### config.mk
export PLATFORM = sky130hd
export DESIGN_NAME = trapezoidal_rate_profile_unit
export DESIGN_NICKNAME = d
export VERILOG_FILES = /design/src/rtl/core/trp_pkg.sv /design/src/rtl/core/trp_cfg.sv /design/src/rtl/core/trp_mul.sv /design/src/rtl/core/trapezoidal_rate_profile_unit.sv
export SDC_FILE = /design/constraint.sdc
export NUM_CORES = 2
export LEC_CHECK = 0
export BUFFER_PORTS_ARGS = -buffer_cell sky130_fd_sc_hd__buf_2
export CAP_MARGIN = 20
export CORE_ASPECT_RATIO = 1.25
export CORE_MARGIN = 2
export CORE_UTILIZATION = 59
export CTS_CLUSTER_DIAMETER = 100
export CTS_CLUSTER_SIZE = 10
export DETAILED_ROUTE_END_ITERATION = 12
export GPL_ROUTABILITY_DRIVEN = 0
export PLACE_DENSITY = 0.76
export SKIP_CTS_REPAIR_TIMING = 1
export SYNTH_ARGS = -nofsm -noshare
export SYNTH_HDL_FRONTEND = slang
export SYNTH_HIERARCHICAL = 1
export SYNTH_SLANG_ARGS = --single-unit
### constraint.sdc
create_clock -name clk -period 11.2 [get_ports clk]
set_input_delay 0.56 -clock clk [delete_from_list [all_inputs] [get_ports clk]]
set_output_delay 0.56 -clock clk [all_outputs]
set_load 0.02 [all_outputs]
### src/rtl/core/trp_pkg.sv
// Shared types and constants of the trapezoidal rate profile unit.
// Used by trp_cfg, trp_mul and trapezoidal_rate_profile_unit; no dependencies.
package trp_pkg;

  localparam int COUNT_WIDTH_DEF = 22;

  localparam int RATE_WIDTH  = 32;
  localparam int ANGLE_WIDTH = 48;
  localparam int UP_WIDTH    = 16;
  localparam int HOLD_WIDTH  = 20;
  localparam int DOWN_WIDTH  = 16;

  // up + hold + down fits here
  localparam int SUM_WIDTH   = 21;
  // full product width of the serial multiplier
  localparam int PROD_WIDTH  = 64;
  // doubled angle, one bit above the angle output
  localparam int ACC_WIDTH   = ANGLE_WIDTH + 1;

  localparam int CFG_IDX_WIDTH  = 3;
  localparam int CFG_DATA_WIDTH = 32;

  localparam logic [CFG_IDX_WIDTH-1:0] REG_RATE_STEP  = 3'd0;
  localparam logic [CFG_IDX_WIDTH-1:0] REG_PEAK_RATE  = 3'd1;
  localparam logic [CFG_IDX_WIDTH-1:0] REG_UP_TICKS   = 3'd2;
  localparam logic [CFG_IDX_WIDTH-1:0] REG_HOLD_TICKS = 3'd3;
  localparam logic [CFG_IDX_WIDTH-1:0] REG_DOWN_TICKS = 3'd4;

  localparam logic [1:0] OP_TICK  = 2'd0;
  localparam logic [1:0] OP_START = 2'd1;
  localparam logic [1:0] OP_STOP  = 2'd2;

  localparam logic [1:0] PH_UP   = 2'd0;
  localparam logic [1:0] PH_HOLD = 2'd1;
  localparam logic [1:0] PH_DOWN = 2'd2;
  localparam logic [1:0] PH_STOP = 2'd3;

  typedef struct packed {
    logic [1:0] op;
    logic       sensors_ready;
  } trp_in_t;

  typedef struct packed {
    logic                   setpoint_valid;
    logic [RATE_WIDTH-1:0]  rate_out;
    logic [ANGLE_WIDTH-1:0] angle_out;
    logic [1:0]             phase;
    logic                   done_res;
    logic                   armed;
  } trp_out_t;

  typedef struct packed {
    logic [RATE_WIDTH-1:0] rate_step;
    logic [RATE_WIDTH-1:0] peak_rate;
    logic [UP_WIDTH-1:0]   up_ticks;
    logic [HOLD_WIDTH-1:0] hold_ticks;
    logic [DOWN_WIDTH-1:0] down_ticks;
  } trp_cfg_t;

endpackage

### src/rtl/core/trp_cfg.sv
// Configuration register file of the trapezoidal rate profile unit.
// Depends on trp_pkg for register indexes and the trp_cfg_t bundle.
module trp_cfg import trp_pkg::*; (
  input  logic                      clk,
  input  logic                      rst_n,
  input  logic                      cfg_valid,
  output logic                      cfg_ready,
  input  logic [CFG_IDX_WIDTH-1:0]  cfg_index,
  input  logic [CFG_DATA_WIDTH-1:0] cfg_data,
  output trp_cfg_t                  cfg_q
);

  trp_cfg_t cfg_r;
  trp_cfg_t cfg_nxt;

  assign cfg_ready = 1'b1;
  assign cfg_q     = cfg_r;

  always_comb begin
    cfg_nxt = cfg_r;
    if (cfg_valid) begin
      case (cfg_index)
        REG_RATE_STEP:  cfg_nxt.rate_step  = cfg_data[RATE_WIDTH-1:0];
        REG_PEAK_RATE:  cfg_nxt.peak_rate  = cfg_data[RATE_WIDTH-1:0];
        REG_UP_TICKS:   cfg_nxt.up_ticks   = cfg_data[UP_WIDTH-1:0];
        REG_HOLD_TICKS: cfg_nxt.hold_ticks = cfg_data[HOLD_WIDTH-1:0];
        REG_DOWN_TICKS: cfg_nxt.down_ticks = cfg_data[DOWN_WIDTH-1:0];
        default: ;
      endcase
    end
  end

  always_ff @(posedge clk) begin
    if (!rst_n) begin
      cfg_r.rate_step  <= '0;
      cfg_r.peak_rate  <= '0;
      cfg_r.up_ticks   <= UP_WIDTH'(1);
      cfg_r.hold_ticks <= '0;
      cfg_r.down_ticks <= '0;
    end else begin
      cfg_r <= cfg_nxt;
    end
  end

endmodule

### src/rtl/core/trp_mul.sv
// Bit-serial shift-add multiplier: one multiplier bit per cycle.
// Depends on trp_pkg for the product width.
module trp_mul import trp_pkg::*; #(
  parameter int B_WIDTH = 16
) (
  input  logic                  clk,
  input  logic                  rst_n,
  input  logic                  go,
  input  logic [PROD_WIDTH-1:0] a,
  input  logic [B_WIDTH-1:0]    b,
  output logic                  done,
  output logic [PROD_WIDTH-1:0] prod
);

  localparam int CNT_W = $clog2(B_WIDTH + 1);

  logic [PROD_WIDTH-1:0] mcand_r;
  logic [PROD_WIDTH-1:0] acc_r;
  logic [B_WIDTH-1:0]    mplier_r;
  logic [CNT_W-1:0]      cnt_r;
  logic                  busy_r;
  logic                  done_r;

  assign done = done_r;
  assign prod = acc_r;

  always_ff @(posedge clk) begin
    if (!rst_n) begin
      busy_r <= 1'b0;
      done_r <= 1'b0;
      cnt_r  <= '0;
    end else begin
      done_r <= 1'b0;
      if (go) begin
        busy_r <= 1'b1;
        cnt_r  <= CNT_W'(B_WIDTH);
      end else if (busy_r) begin
        cnt_r <= cnt_r - CNT_W'(1);
        if (cnt_r == CNT_W'(1)) begin
          busy_r <= 1'b0;
          done_r <= 1'b1;
        end
      end
    end
  end

  // datapath: add the shifted multiplicand when the low multiplier bit is set
  always_ff @(posedge clk) begin
    if (go) begin
      mcand_r  <= a;
      mplier_r <= b;
      acc_r    <= '0;
    end else if (busy_r) begin
      acc_r    <= acc_r + (mplier_r[0] ? mcand_r : '0);
      mcand_r  <= {mcand_r[PROD_WIDTH-2:0], 1'b0};
      mplier_r <= {1'b0, mplier_r[B_WIDTH-1:1]};
    end
  end

endmodule

### src/rtl/core/trapezoidal_rate_profile_unit.sv
// Top level of the trapezoidal rate profile unit: control, sequencing, result register.
// Depends on trp_pkg, trp_cfg and trp_mul.
//
// Usage:
//   cfg_*  : register writes (rate_step, peak_rate, up_ticks, hold_ticks, down_ticks),
//            always ready; write only while the unit is idle.
//   in_*   : one item per timer tick or command (tick, start, stop). The unit
//            works on one item at a time; in_stall is high from acceptance until
//            the result has been moved into the output register.
//   out_*  : exactly one result item per input item, in order, held in an
//            output register while out_stall is high. A new input item is
//            accepted while a finished result still waits there.
// Sequencing (BW = max(COUNT_WIDTH, 16), the serial multiplier's bit count):
//   start, stop, ignored ticks and the completing tick go from acceptance
//   through the emit state to the output register. A setpoint tick first runs
//   k multiplies of BW bits each through the one bit-serial multiplier:
//   k = 2 in ramp-up, 3 in the constant phase, 5 in ramp-down. The
//   multiplier sets the rate.
// Reset (synchronous, rst_n low): disarms, clears the tick count and the
//   completion latch, empties the output register and loads register
//   defaults (up_ticks = 1, all others zero).
// When out_stall holds a result, a computed item waits before the output
//   register, and no further item is accepted until it moves there.
module trapezoidal_rate_profile_unit import trp_pkg::*; #(
  parameter int COUNT_WIDTH = COUNT_WIDTH_DEF
) (
  input  logic                      clk,
  input  logic                      rst_n,
  input  logic                      in_valid,
  output logic                      in_stall,
  input  trp_in_t                   in_data,
  output logic                      out_valid,
  input  logic                      out_stall,
  output trp_out_t                  out_data,
  input  logic                      cfg_valid,
  output logic                      cfg_ready,
  input  logic [CFG_IDX_WIDTH-1:0]  cfg_index,
  input  logic [CFG_DATA_WIDTH-1:0] cfg_data
);

  // multiplier operand width: holds the tick count and up_ticks
  localparam int BW = (COUNT_WIDTH > UP_WIDTH) ? COUNT_WIDTH : UP_WIDTH;
  // width for comparing the tick count with the phase boundaries
  localparam int EW = (BW > SUM_WIDTH) ? BW : SUM_WIDTH;

  typedef enum logic [1:0] {ST_IDLE, ST_MUL, ST_EMIT} state_t;

  // multiply steps: operands, and what the product feeds
  typedef enum logic [2:0] {
    SP_ST,  // s*t    -> keep, ramp-up rate
    SP_KT,  // keep*t -> angle (ramp-up)
    SP_SU,  // s*U    -> keep
    SP_KU,  // keep*U -> angle base
    SP_PT,  // p*(t-U) -> angle += 2*prod
    SP_SD,  // s*d    -> keep, ramp-down rate
    SP_KD   // keep*d -> angle -= prod
  } step_t;

  trp_cfg_t cfg;

  state_t                 state_r,    state_nxt;
  step_t                  step_r,     step_nxt;
  logic                   go_r,       go_nxt;
  logic [COUNT_WIDTH-1:0] tick_r,     tick_nxt;
  logic                   running_r,  running_nxt;
  logic                   finished_r, finished_nxt;
  logic                   sp_r,       sp_nxt;
  logic                   donef_r,    donef_nxt;
  logic [1:0]             phase_r,    phase_nxt;
  logic [RATE_WIDTH-1:0]  rate_r,     rate_nxt;
  logic [ACC_WIDTH-1:0]   x_r,        x_nxt;
  logic [PROD_WIDTH-1:0]  keep_r,     keep_nxt;
  logic [BW-1:0]          t_r,        t_nxt;
  logic [BW-1:0]          tu_r,       tu_nxt;
  logic [BW-1:0]          d_r,        d_nxt;
  logic                   out_valid_r, out_valid_nxt;
  trp_out_t               out_data_r,  out_data_nxt;

  logic                   in_accept;
  logic                   advance;
  logic [COUNT_WIDTH-1:0] tick_inc;
  logic [EW-1:0]          t_e, up_e, sd_e, total_e;
  logic [PROD_WIDTH-1:0]  mul_a;
  logic [BW-1:0]          mul_b;
  logic                   mul_done;
  logic [PROD_WIDTH-1:0]  mul_prod;

  trp_cfg u_cfg (
    .clk       (clk),
    .rst_n     (rst_n),
    .cfg_valid (cfg_valid),
    .cfg_ready (cfg_ready),
    .cfg_index (cfg_index),
    .cfg_data  (cfg_data),
    .cfg_q     (cfg)
  );

  trp_mul #(.B_WIDTH(BW)) u_mul (
    .clk   (clk),
    .rst_n (rst_n),
    .go    (go_r),
    .a     (mul_a),
    .b     (mul_b),
    .done  (mul_done),
    .prod  (mul_prod)
  );

  // one item in flight: hold off the source until the result is registered
  assign in_stall  = (state_r != ST_IDLE);
  assign in_accept = in_valid & ~in_stall;
  assign out_valid = out_valid_r;
  assign out_data  = out_data_r;

  // saturating tick count and phase boundaries
  assign tick_inc = (&tick_r) ? tick_r : tick_r + COUNT_WIDTH'(1);
  assign t_e      = EW'(tick_inc);
  assign up_e     = EW'(cfg.up_ticks);
  assign sd_e     = up_e + EW'(cfg.hold_ticks);
  assign total_e  = sd_e + EW'(cfg.down_ticks);
  assign advance  = (in_data.op == OP_TICK) & in_data.sensors_ready
                    & running_r & ~finished_r;

  // operand select for the current multiply step
  always_comb begin
    case (step_r)
      SP_ST:   begin mul_a = PROD_WIDTH'(cfg.rate_step); mul_b = t_r; end
      SP_KT:   begin mul_a = keep_r;                     mul_b = t_r; end
      SP_SU:   begin mul_a = PROD_WIDTH'(cfg.rate_step); mul_b = BW'(cfg.up_ticks); end
      SP_KU:   begin mul_a = keep_r;                     mul_b = BW'(cfg.up_ticks); end
      SP_PT:   begin mul_a = PROD_WIDTH'(cfg.peak_rate); mul_b = tu_r; end
      SP_SD:   begin mul_a = PROD_WIDTH'(cfg.rate_step); mul_b = d_r; end
      SP_KD:   begin mul_a = keep_r;                     mul_b = d_r; end
      default: begin mul_a = '0;                         mul_b = '0; end
    endcase
  end

  always_comb begin
    state_nxt     = state_r;
    step_nxt      = step_r;
    go_nxt        = 1'b0;
    tick_nxt      = tick_r;
    running_nxt   = running_r;
    finished_nxt  = finished_r;
    sp_nxt        = sp_r;
    donef_nxt     = donef_r;
    phase_nxt     = phase_r;
    rate_nxt      = rate_r;
    x_nxt         = x_r;
    keep_nxt      = keep_r;
    t_nxt         = t_r;
    tu_nxt        = tu_r;
    d_nxt         = d_r;
    out_valid_nxt = out_valid_r;
    out_data_nxt  = out_data_r;

    // drain the output register
    if (out_valid_r && !out_stall) begin
      out_valid_nxt = 1'b0;
    end

    case (state_r)
      ST_IDLE: begin
        if (in_accept) begin
          sp_nxt    = 1'b0;
          donef_nxt = 1'b0;
          state_nxt = ST_EMIT;
          case (in_data.op)
            OP_START: begin
              tick_nxt    = '0;
              running_nxt = 1'b1;
            end
            OP_STOP: begin
              running_nxt = 1'b0;
            end
            default: begin
              // ticks that do not advance and the unknown op fall through
              if (advance) begin
                tick_nxt = tick_inc;
                if (t_e >= total_e) begin
                  finished_nxt = 1'b1;
                  donef_nxt    = 1'b1;
                end else begin
                  sp_nxt    = 1'b1;
                  t_nxt     = BW'(tick_inc);
                  tu_nxt    = BW'(t_e - up_e);
                  d_nxt     = BW'(t_e - sd_e);
                  go_nxt    = 1'b1;
                  state_nxt = ST_MUL;
                  if (t_e <= up_e) begin
                    phase_nxt = PH_UP;
                    step_nxt  = SP_ST;
                  end else if (t_e <= sd_e) begin
                    phase_nxt = PH_HOLD;
                    step_nxt  = SP_SU;
                    rate_nxt  = cfg.peak_rate;
                  end else begin
                    phase_nxt = PH_DOWN;
                    step_nxt  = SP_SU;
                  end
                end
              end
            end
          endcase
        end
      end

      ST_MUL: begin
        if (mul_done) begin
          case (step_r)
            SP_ST: begin
              keep_nxt = mul_prod;
              rate_nxt = (|mul_prod[PROD_WIDTH-1:RATE_WIDTH]) ? '1
                                                              : mul_prod[RATE_WIDTH-1:0];
              step_nxt = SP_KT;
              go_nxt   = 1'b1;
            end
            SP_KT: begin
              x_nxt     = mul_prod[ACC_WIDTH-1:0];
              state_nxt = ST_EMIT;
            end
            SP_SU: begin
              keep_nxt = mul_prod;
              step_nxt = SP_KU;
              go_nxt   = 1'b1;
            end
            SP_KU: begin
              x_nxt    = mul_prod[ACC_WIDTH-1:0];
              step_nxt = SP_PT;
              go_nxt   = 1'b1;
            end
            SP_PT: begin
              // H + d equals t - U, so one product covers both plateau terms
              x_nxt = x_r + {mul_prod[ACC_WIDTH-2:0], 1'b0};
              if (phase_r == PH_HOLD) begin
                state_nxt = ST_EMIT;
              end else begin
                step_nxt = SP_SD;
                go_nxt   = 1'b1;
              end
            end
            SP_SD: begin
              keep_nxt = mul_prod;
              rate_nxt = (mul_prod >= PROD_WIDTH'(cfg.peak_rate)) ? '0
                         : cfg.peak_rate - mul_prod[RATE_WIDTH-1:0];
              step_nxt = SP_KD;
              go_nxt   = 1'b1;
            end
            SP_KD: begin
              x_nxt     = x_r - mul_prod[ACC_WIDTH-1:0];
              state_nxt = ST_EMIT;
            end
            default: begin
              state_nxt = ST_EMIT;
            end
          endcase
        end
      end

      ST_EMIT: begin
        if (!out_valid_r || !out_stall) begin
          out_valid_nxt                = 1'b1;
          out_data_nxt.setpoint_valid  = sp_r;
          out_data_nxt.rate_out        = sp_r ? rate_r : '0;
          out_data_nxt.angle_out       = sp_r ? x_r[ACC_WIDTH-1:1] : '0;
          out_data_nxt.phase           = sp_r ? phase_r : PH_STOP;
          out_data_nxt.done_res        = donef_r;
          out_data_nxt.armed           = running_r & ~finished_r;
          state_nxt                    = ST_IDLE;
        end
      end

      default: begin
        state_nxt = ST_IDLE;
      end
    endcase
  end

  always_ff @(posedge clk) begin
    if (!rst_n) begin
      state_r     <= ST_IDLE;
      step_r      <= SP_ST;
      go_r        <= 1'b0;
      tick_r      <= '0;
      running_r   <= 1'b0;
      finished_r  <= 1'b0;
      out_valid_r <= 1'b0;
    end else begin
      state_r     <= state_nxt;
      step_r      <= step_nxt;
      go_r        <= go_nxt;
      tick_r      <= tick_nxt;
      running_r   <= running_nxt;
      finished_r  <= finished_nxt;
      out_valid_r <= out_valid_nxt;
    end
    sp_r       <= sp_nxt;
    donef_r    <= donef_nxt;
    phase_r    <= phase_nxt;
    rate_r     <= rate_nxt;
    x_r        <= x_nxt;
    keep_r     <= keep_nxt;
    t_r        <= t_nxt;
    tu_r       <= tu_nxt;
    d_r        <= d_nxt;
    out_data_r <= out_data_nxt;
  end

  // a product only comes back while a tick is being worked
  assert property (@(posedge clk) disable iff (!rst_n)
    mul_done |-> state_r == ST_MUL)
    else $error("multiplier finished outside the multiply state");

  // completion stays latched until reset
  assert property (@(posedge clk) disable iff (!rst_n)
    finished_r |=> finished_r)
    else $error("completion latch dropped");

  // a setpoint never carries the stopped phase or the done pulse
  assert property (@(posedge clk) disable iff (!rst_n)
    out_valid_r && out_data_r.setpoint_valid
      |-> out_data_r.phase != PH_STOP && !out_data_r.done_res)
    else $error("setpoint with stopped phase or done");

  // the done pulse goes with a latched completion and a disarmed unit
  assert property (@(posedge clk) disable iff (!rst_n)
    out_valid_r && out_data_r.done_res |-> finished_r && !out_data_r.armed)
    else $error("done pulse without completion latched");

endmodule
After elaboration in Yosys (flattened, before gate mapping):

Index checks and enable logic that the tools add are counted.

* input port bits: 43
* memories: 0
* memory bits (read-only): 0
* bits in latches: 0
* bits in registers: 604
* output and inout bits: 88
* memory bits (writable): 0
* logic and storage cells: 193

* multiply operators: 0
* eq/ne operators: 29
* $add $sub $neg: 10
* order comparisons: 4
* bitwise operators: 13
* mux-type cells: 60
* reductions and logical operators: 43
* divide/modulo/power cells: 0
* shifts and indexed selects: 0

Operators by type and width (count)
* 2-to-1 mux 32 bit: 9
* 2-to-1 mux 64 bit: 3
* case mux 64 bit (3 select lines): 1
* case mux 49 bit (3 select lines): 1
* case mux 32 bit (2 select lines): 2
* 2-to-1 mux 22 bit: 4
* case mux 22 bit (4 select lines): 1
* adder 64 bit: 1
* greater-or-equal comparator 64 x 32 -> 1 bit: 1
* adder 49 bit: 1
* subtractor 49 bit: 1
* case mux 22 bit (2 select lines): 1
* OR reduction 32 bit: 1
* subtractor 32 bit: 1
* adder 21 x 16 -> 22 bit: 1
* adder 22 x 1 -> 22 bit, second input constant: 1
* greater-or-equal comparator 22 bit: 1
* <= comparator 22 x 16 -> 1 bit: 1
* <= comparator 22 x 21 -> 1 bit: 1
* AND reduction 22 bit: 1
* subtractor 22 x 16 -> 22 bit: 1
* subtractor 22 x 21 -> 22 bit: 1
* adder 16 x 20 -> 21 bit: 1
* 2-to-1 mux 2 bit: 9
* other kinds (38): 113

Logic depth before layout (Yosys ltp):

* depth after elaboration: 10
* gate-level depth with buffers: 30

By module:

The synthesis kept the hierarchy.

Modules (own cells, without submodules)
* trapezoidal_rate_profile_unit: area each 26138.8 um^2, seq. area each 9629.2 um^2, instances 1, cells each 2852
* trp_mul: area each 10171.0 um^2, seq. area each 4003.8 um^2, instances 1, cells each 1015
* trp_cfg: area each 4306.6 um^2, seq. area each 2322.2 um^2, instances 1, cells each 418

Worst setup path before layout:

OpenSTA, ideal clock, no wires.

* kind: register to register
* start: register u_cfg.cfg_r (netlist bit u_cfg/cfg_q[17])
* end: register rate_r[0], enable pin
* clock period less this slack: 7694 ps
* path slack: 3506 ps
* library setup time: 472 ps
* data required time: 10728 ps
* arrival: 7222 ps
* stages on the path, launching flop included: 26
* cell sequence: dfxtp_1 > ha_1 > a21o_1 > a21oi_1 > nor2b_1 > or4_1 > a31oi_1 > o21bai_1 > xor2_1 > ha_1 > or2_2 > a21oi_1 > a31oi_1 > a41o_1 > o21a_1 > o21ai_0 > a21oi_1 > xor2_1 > ha_1 > a21o_1 > a21o_1 > a21oi_1 > o21ai_0 > a21oi_1 > nand2b_1 > o32ai_1

* cells in the longest elaborated chain, start to end: 5

RTL lines
* start: declaration: RTL line trp_cfg.sv:13 `trp_cfg_t cfg_r;`
* start signal: assignment: RTL line trp_cfg.sv:41 `cfg_r <= cfg_nxt;`
* adder 16 x 20 -> 21 bit *: RTL line trapezoidal_rate_profile_unit.sv:118 `assign sd_e = up_e + EW'(cfg.hold_ticks);`
* adder 21 x 16 -> 22 bit: RTL line trapezoidal_rate_profile_unit.sv:119 `assign total_e = sd_e + EW'(cfg.down_ticks);`
* greater-or-equal comparator 22 bit: RTL line trapezoidal_rate_profile_unit.sv:179 `if (t_e >= total_e) begin`
* inequality test 2 bit (no source line)
* AND reduction 9 bit (no source line) *
* end signal: assignment: RTL line trapezoidal_rate_profile_unit.sv:299 `rate_r <= rate_nxt;`
* end: declaration: RTL line trapezoidal_rate_profile_unit.sv:70 `logic [RATE_WIDTH-1:0] rate_r, rate_nxt;`

Every way passes the cells marked *; elsewhere a longest branch is shown, timed or not.
A chain may end at the register's enable or synchronous reset.

Final worst setup path:

* start: register u_cfg.cfg_r (netlist bit u_cfg/cfg_q[37])
* end: register d_r[3], enable pin

* cells in the longest elaborated chain, start to end: 5

RTL lines
* adder 16 x 20 -> 21 bit: RTL line trapezoidal_rate_profile_unit.sv:118
* adder 21 x 16 -> 22 bit: RTL line trapezoidal_rate_profile_unit.sv:119
* greater-or-equal comparator 22 bit: RTL line trapezoidal_rate_profile_unit.sv:179
* inverter 1 bit (no source line)
* AND reduction 5 bit (no source line)
* end signal: assignment: RTL line trapezoidal_rate_profile_unit.sv:304 `d_r <= d_nxt;`
* end: declaration: RTL line trapezoidal_rate_profile_unit.sv:75 `logic [BW-1:0] d_r, d_nxt;`

Every way passes these cells.

==> metrics.md <==
| Metric | Value |
|---|---|
| Total number of vias | `33,006` |
| GRT Total Usage | `30.5%` |
| Max incr delay on CP | `0.68 ns` |
| Share of layout cells above drive strength 1 | `9.27%` |
| Post-Syn Area | `40,600 um^2` |
| Slew headroom | `25.6%` |
| Top-area cell type share of the netlist area | `28.5%` |
| Setup ws final | `4.16 ns` |
| Switching part of the total | `28.8%` |
| Cell row count | `107` |
| Minimum clock period | `7.04 ns` |
| Largest net degree at the start of global routing | `84` |
| Crit-path leading delay family | `compound AO/OA/AOI/OAI gates` |
| Largest area contributor in the netlist | `edfxtp_1` |
| Vias in the first global route | `32,183` |
| Final slew viol count | `0` |
| DRT iter0 DRCs | `3,078` |
| Critical Path End Type | `flip-flop` |
| Die height | `297 um` |
| Design Power | `5.68 mW` |
| IO Count | `131` |
| Register area share after synthesis | `39.3%` |
| Most Frequent Cell on Critical Path | `a21oi_1` |
| DP Wirelength | `79,300 um` |
| # DRC | `0` |
| Hold Vio Cnt, Final | `0` |
| Max IR drop VDD | `0.000129 V` |
| Worst slew pin tran | `1.12 ns` |
| Total congestion overflow | `0` |
| RSZ-0062 raised after global routing | `false` |
| Crit path launch type | `flip-flop` |
| Synthesized net count | `4,657` |
| FILL cells | `5,553` |
| Total Wirelength | `111,000 um` |
| Adder and majority gate portion of the synthesized area | `10.3%` |
| Crit-path max FO | `69` |
| F_max | `142 MHz` |
| Antenna Nets Post-Route | `0` |
| Cell variety after synth | `106` |
| Number of buffers created by CTS | `70` |
| Die width | `239 um` |
| XOR/XNOR Fraction of Synth Area | `5.43%` |
| WL/cell | `21.1 um` |
| Worst-path clk slew | `0.07 ns` |
| Hold Path Class | `in2reg` |
| Mux cell area share after synthesis | `7.58%` |
| Commonest register cell after synthesis | `edfxtp_1` |
| P&R area growth vs syn | `7.99%` |
| Req. time, crit path | `11.42 ns` |
| Fin crit share | `62.9%` |
| Post-synthesis cell count | `4,285` |
| First-pass GRT wire length | `172,000 um` |
| Clock Sinks | `604` |
| Final Setup Violations | `0` |
| Synth Area in Compound Gates | `18.1%` |
| Synth Area per Inst | `9.48 um^2` |
| Post-synth EDFFs | `386` |
| Largest family of logic cells by synthesized area | `compound AO/OA/AOI/OAI gates` |
| P_leak | `18.0 nW` |
| Clock share of power | `37.6%` |
| Crit path DAT | `7.27 ns` |
| Pwr dens | `130 nW/um^2` |
| First drt pass iteration count | `9` |
| Buffers on Ports | `129` |
| Asr flop ratio synth | `0%` |
| TritonCTS clock tree | `done` |
| Yosys reg bits | `604` |
| Synth warn | `6` |
| Clk root buf | `clkbuf_16` |
| Clock skew | `0.0324 ns` |
| Initial antenna violation count | `0` |
| Comb pwr share | `18.0%` |
| Clk_lat worst skew | `0.62 ns` |
| Cell Int Power | `4.05 mW` |
| Nets | `4,697` |
| Fin Setup TNS | `0 ns` |
| Switching power | `1.63 mW` |
| Crit Path Category | `reg2reg` |
| CTS max path bufs | `3` |
| Core Footprint | `68,100 um^2` |
| Die ar. | `71,000 um^2` |
| Flop pwr share | `44.4%` |
| Pre-CTS setup slack | `4.27 ns` |
| CP bufs+invs | `1` |
| Synth area leaders | `edfxtp_1 (29%), dfxtp_1 (11%), ha_1 (9.9%)` |
| Status | `finished, final reports clean` |
| Initial Util | `59.6%` |
| Mean number of vias per cell | `6.29` |
| Max-cap violations | `0` |
| Post-synthesis simple-gate area fraction | `15.2%` |
| H-tree levels | `3` |
| Critical path's slowest cell | `buf_4` |
[per-stage QoR]
step                      hold WS, ns  util [%]  area (um^2)  instances
final                           0.248      64.4        43900       5251
after global routing            0.250      64.4        43900       5250
after CTS                       0.224      64.3        43800       5248
after detailed placement        0.422      61.3        41800       5123
after global placement          0.428      61.3        41800       5123
after floorplan                 0.400         -        40600       4285
[registers in the layout (all words and copies together) (netlist names), 32 cells and up]
signal and count:
u_cfg/cfg_q 116, out_data 85, keep_r 64, u_mul/mcand_r 64
u_mul/prod 64, x_r 49, rate_r 32
[layout make-up]
type,instances,area (um^2),area share [%]
multi-input cells,3282,23100,52.6
flip-flops and latches,604,16000,36.4
clock buffers,121,1990,4.53
diodes,1,2.50,0.00570
clock inverters,4,51.3,0.117
repair buffers,167,961,2.19
inverters,200,752,1.71
well taps,872,1090,2.49
[worst paths after layout]
kind,cells after the start,start,slack [ns],to
setup / recovery,25,u_cfg/cfg_q[37],4.16,d_r[3]
hold / removal,3,cfg_data[24],0.25,u_cfg/cfg_q[76]
setup reg to reg,25,u_cfg/cfg_q[37],4.16,d_r[3]
hold reg to reg,0,donef_r,0.43,out_data[1]
[power groups by stage]
stage               sequential, mW  combinational (mW)  clock, mW
floorplan                     2.55               0.759          0
finish                        2.52                1.02       2.13
global placement              2.57               0.985          0
global route                  2.53                1.13       2.24
detailed placement            2.57               0.999          0
CTS                           2.52                1.01       2.16
[cell usage after synthesis, types with 12 or more instances]
cell / instances
a211oi_1: 45
a21boi_0: 16
a21o_1: 163
a21oi_1: 291
a222oi_1: 22
a22o_1: 21
a22oi_1: 16
a31oi_1: 46
and2_1: 188
and3_1: 35
buf_1: 13
buf_2: 18
clkbuf_1: 143
dfxtp_1: 218
edfxtp_1: 386
ha_1: 321
inv_1: 200
mux2_2: 84
mux2i_1: 213
nand2_1: 460
nand2b_1: 40
nand3_1: 54
nand4_1: 42
nor2_1: 255
nor2b_1: 43
nor3_1: 59
nor4_1: 18
o211ai_1: 31
o21a_1: 39
o21ai_0: 278
o21bai_1: 32
o31ai_1: 15
or2_2: 12
xnor2_1: 138
xor2_1: 114
[routing by layer]
layer | GRT usage, % | wire length (um) | vias to the layer above
met3 | 4.07 | 7350 | 290
met2 | 52.3 | 53500 | 1295
met4 | 14.4 | 5150 | 0
met5 | 0 | 0 | -
li1 | - | - | 15640
met1 | 37.7 | 44800 | 15781
[cells in the final DEF (no fill, tap or decap), types with 32 or more instances in the layout]
cell	instances
buf_4	37
ha_1	321
clkbuf_16	72
buf_2	128
xnor2_1	138
nand2_1	460
nand3_1	54
and2_1	188
o21bai_1	32
nand4_1	42
a31oi_1	46
a211oi_1	45
clkbuf_1	49
a21oi_1	290
xor2_1	114
nor3_1	59
inv_1	199
mux2i_1	213
dfxtp_1	213
nor2_1	251
edfxtp_1	386
and3_1	32
o21a_1	39
o21ai_0	277
nand2b_1	39
nor2b_1	41
a21o_1	163
mux2_2	84
[tightest hold or removal path: stages]
cell and delay, ns:
buf_2 0.11, nand2_1 0.08, mux2i_1 0.07
[cell families (layout without fill, tap and decap cells)]
family          count (synthesis)  in the layout
fa+ha+maj                     329            329
simple gates                 1271           1271
flops                         604            604
mux                           297            297
other cells                     2              3
buf+inv                       399            492
xor+xnor                      252            252
compound gates               1131           1131
Note: power is estimated with default switching activity, not from simulation.
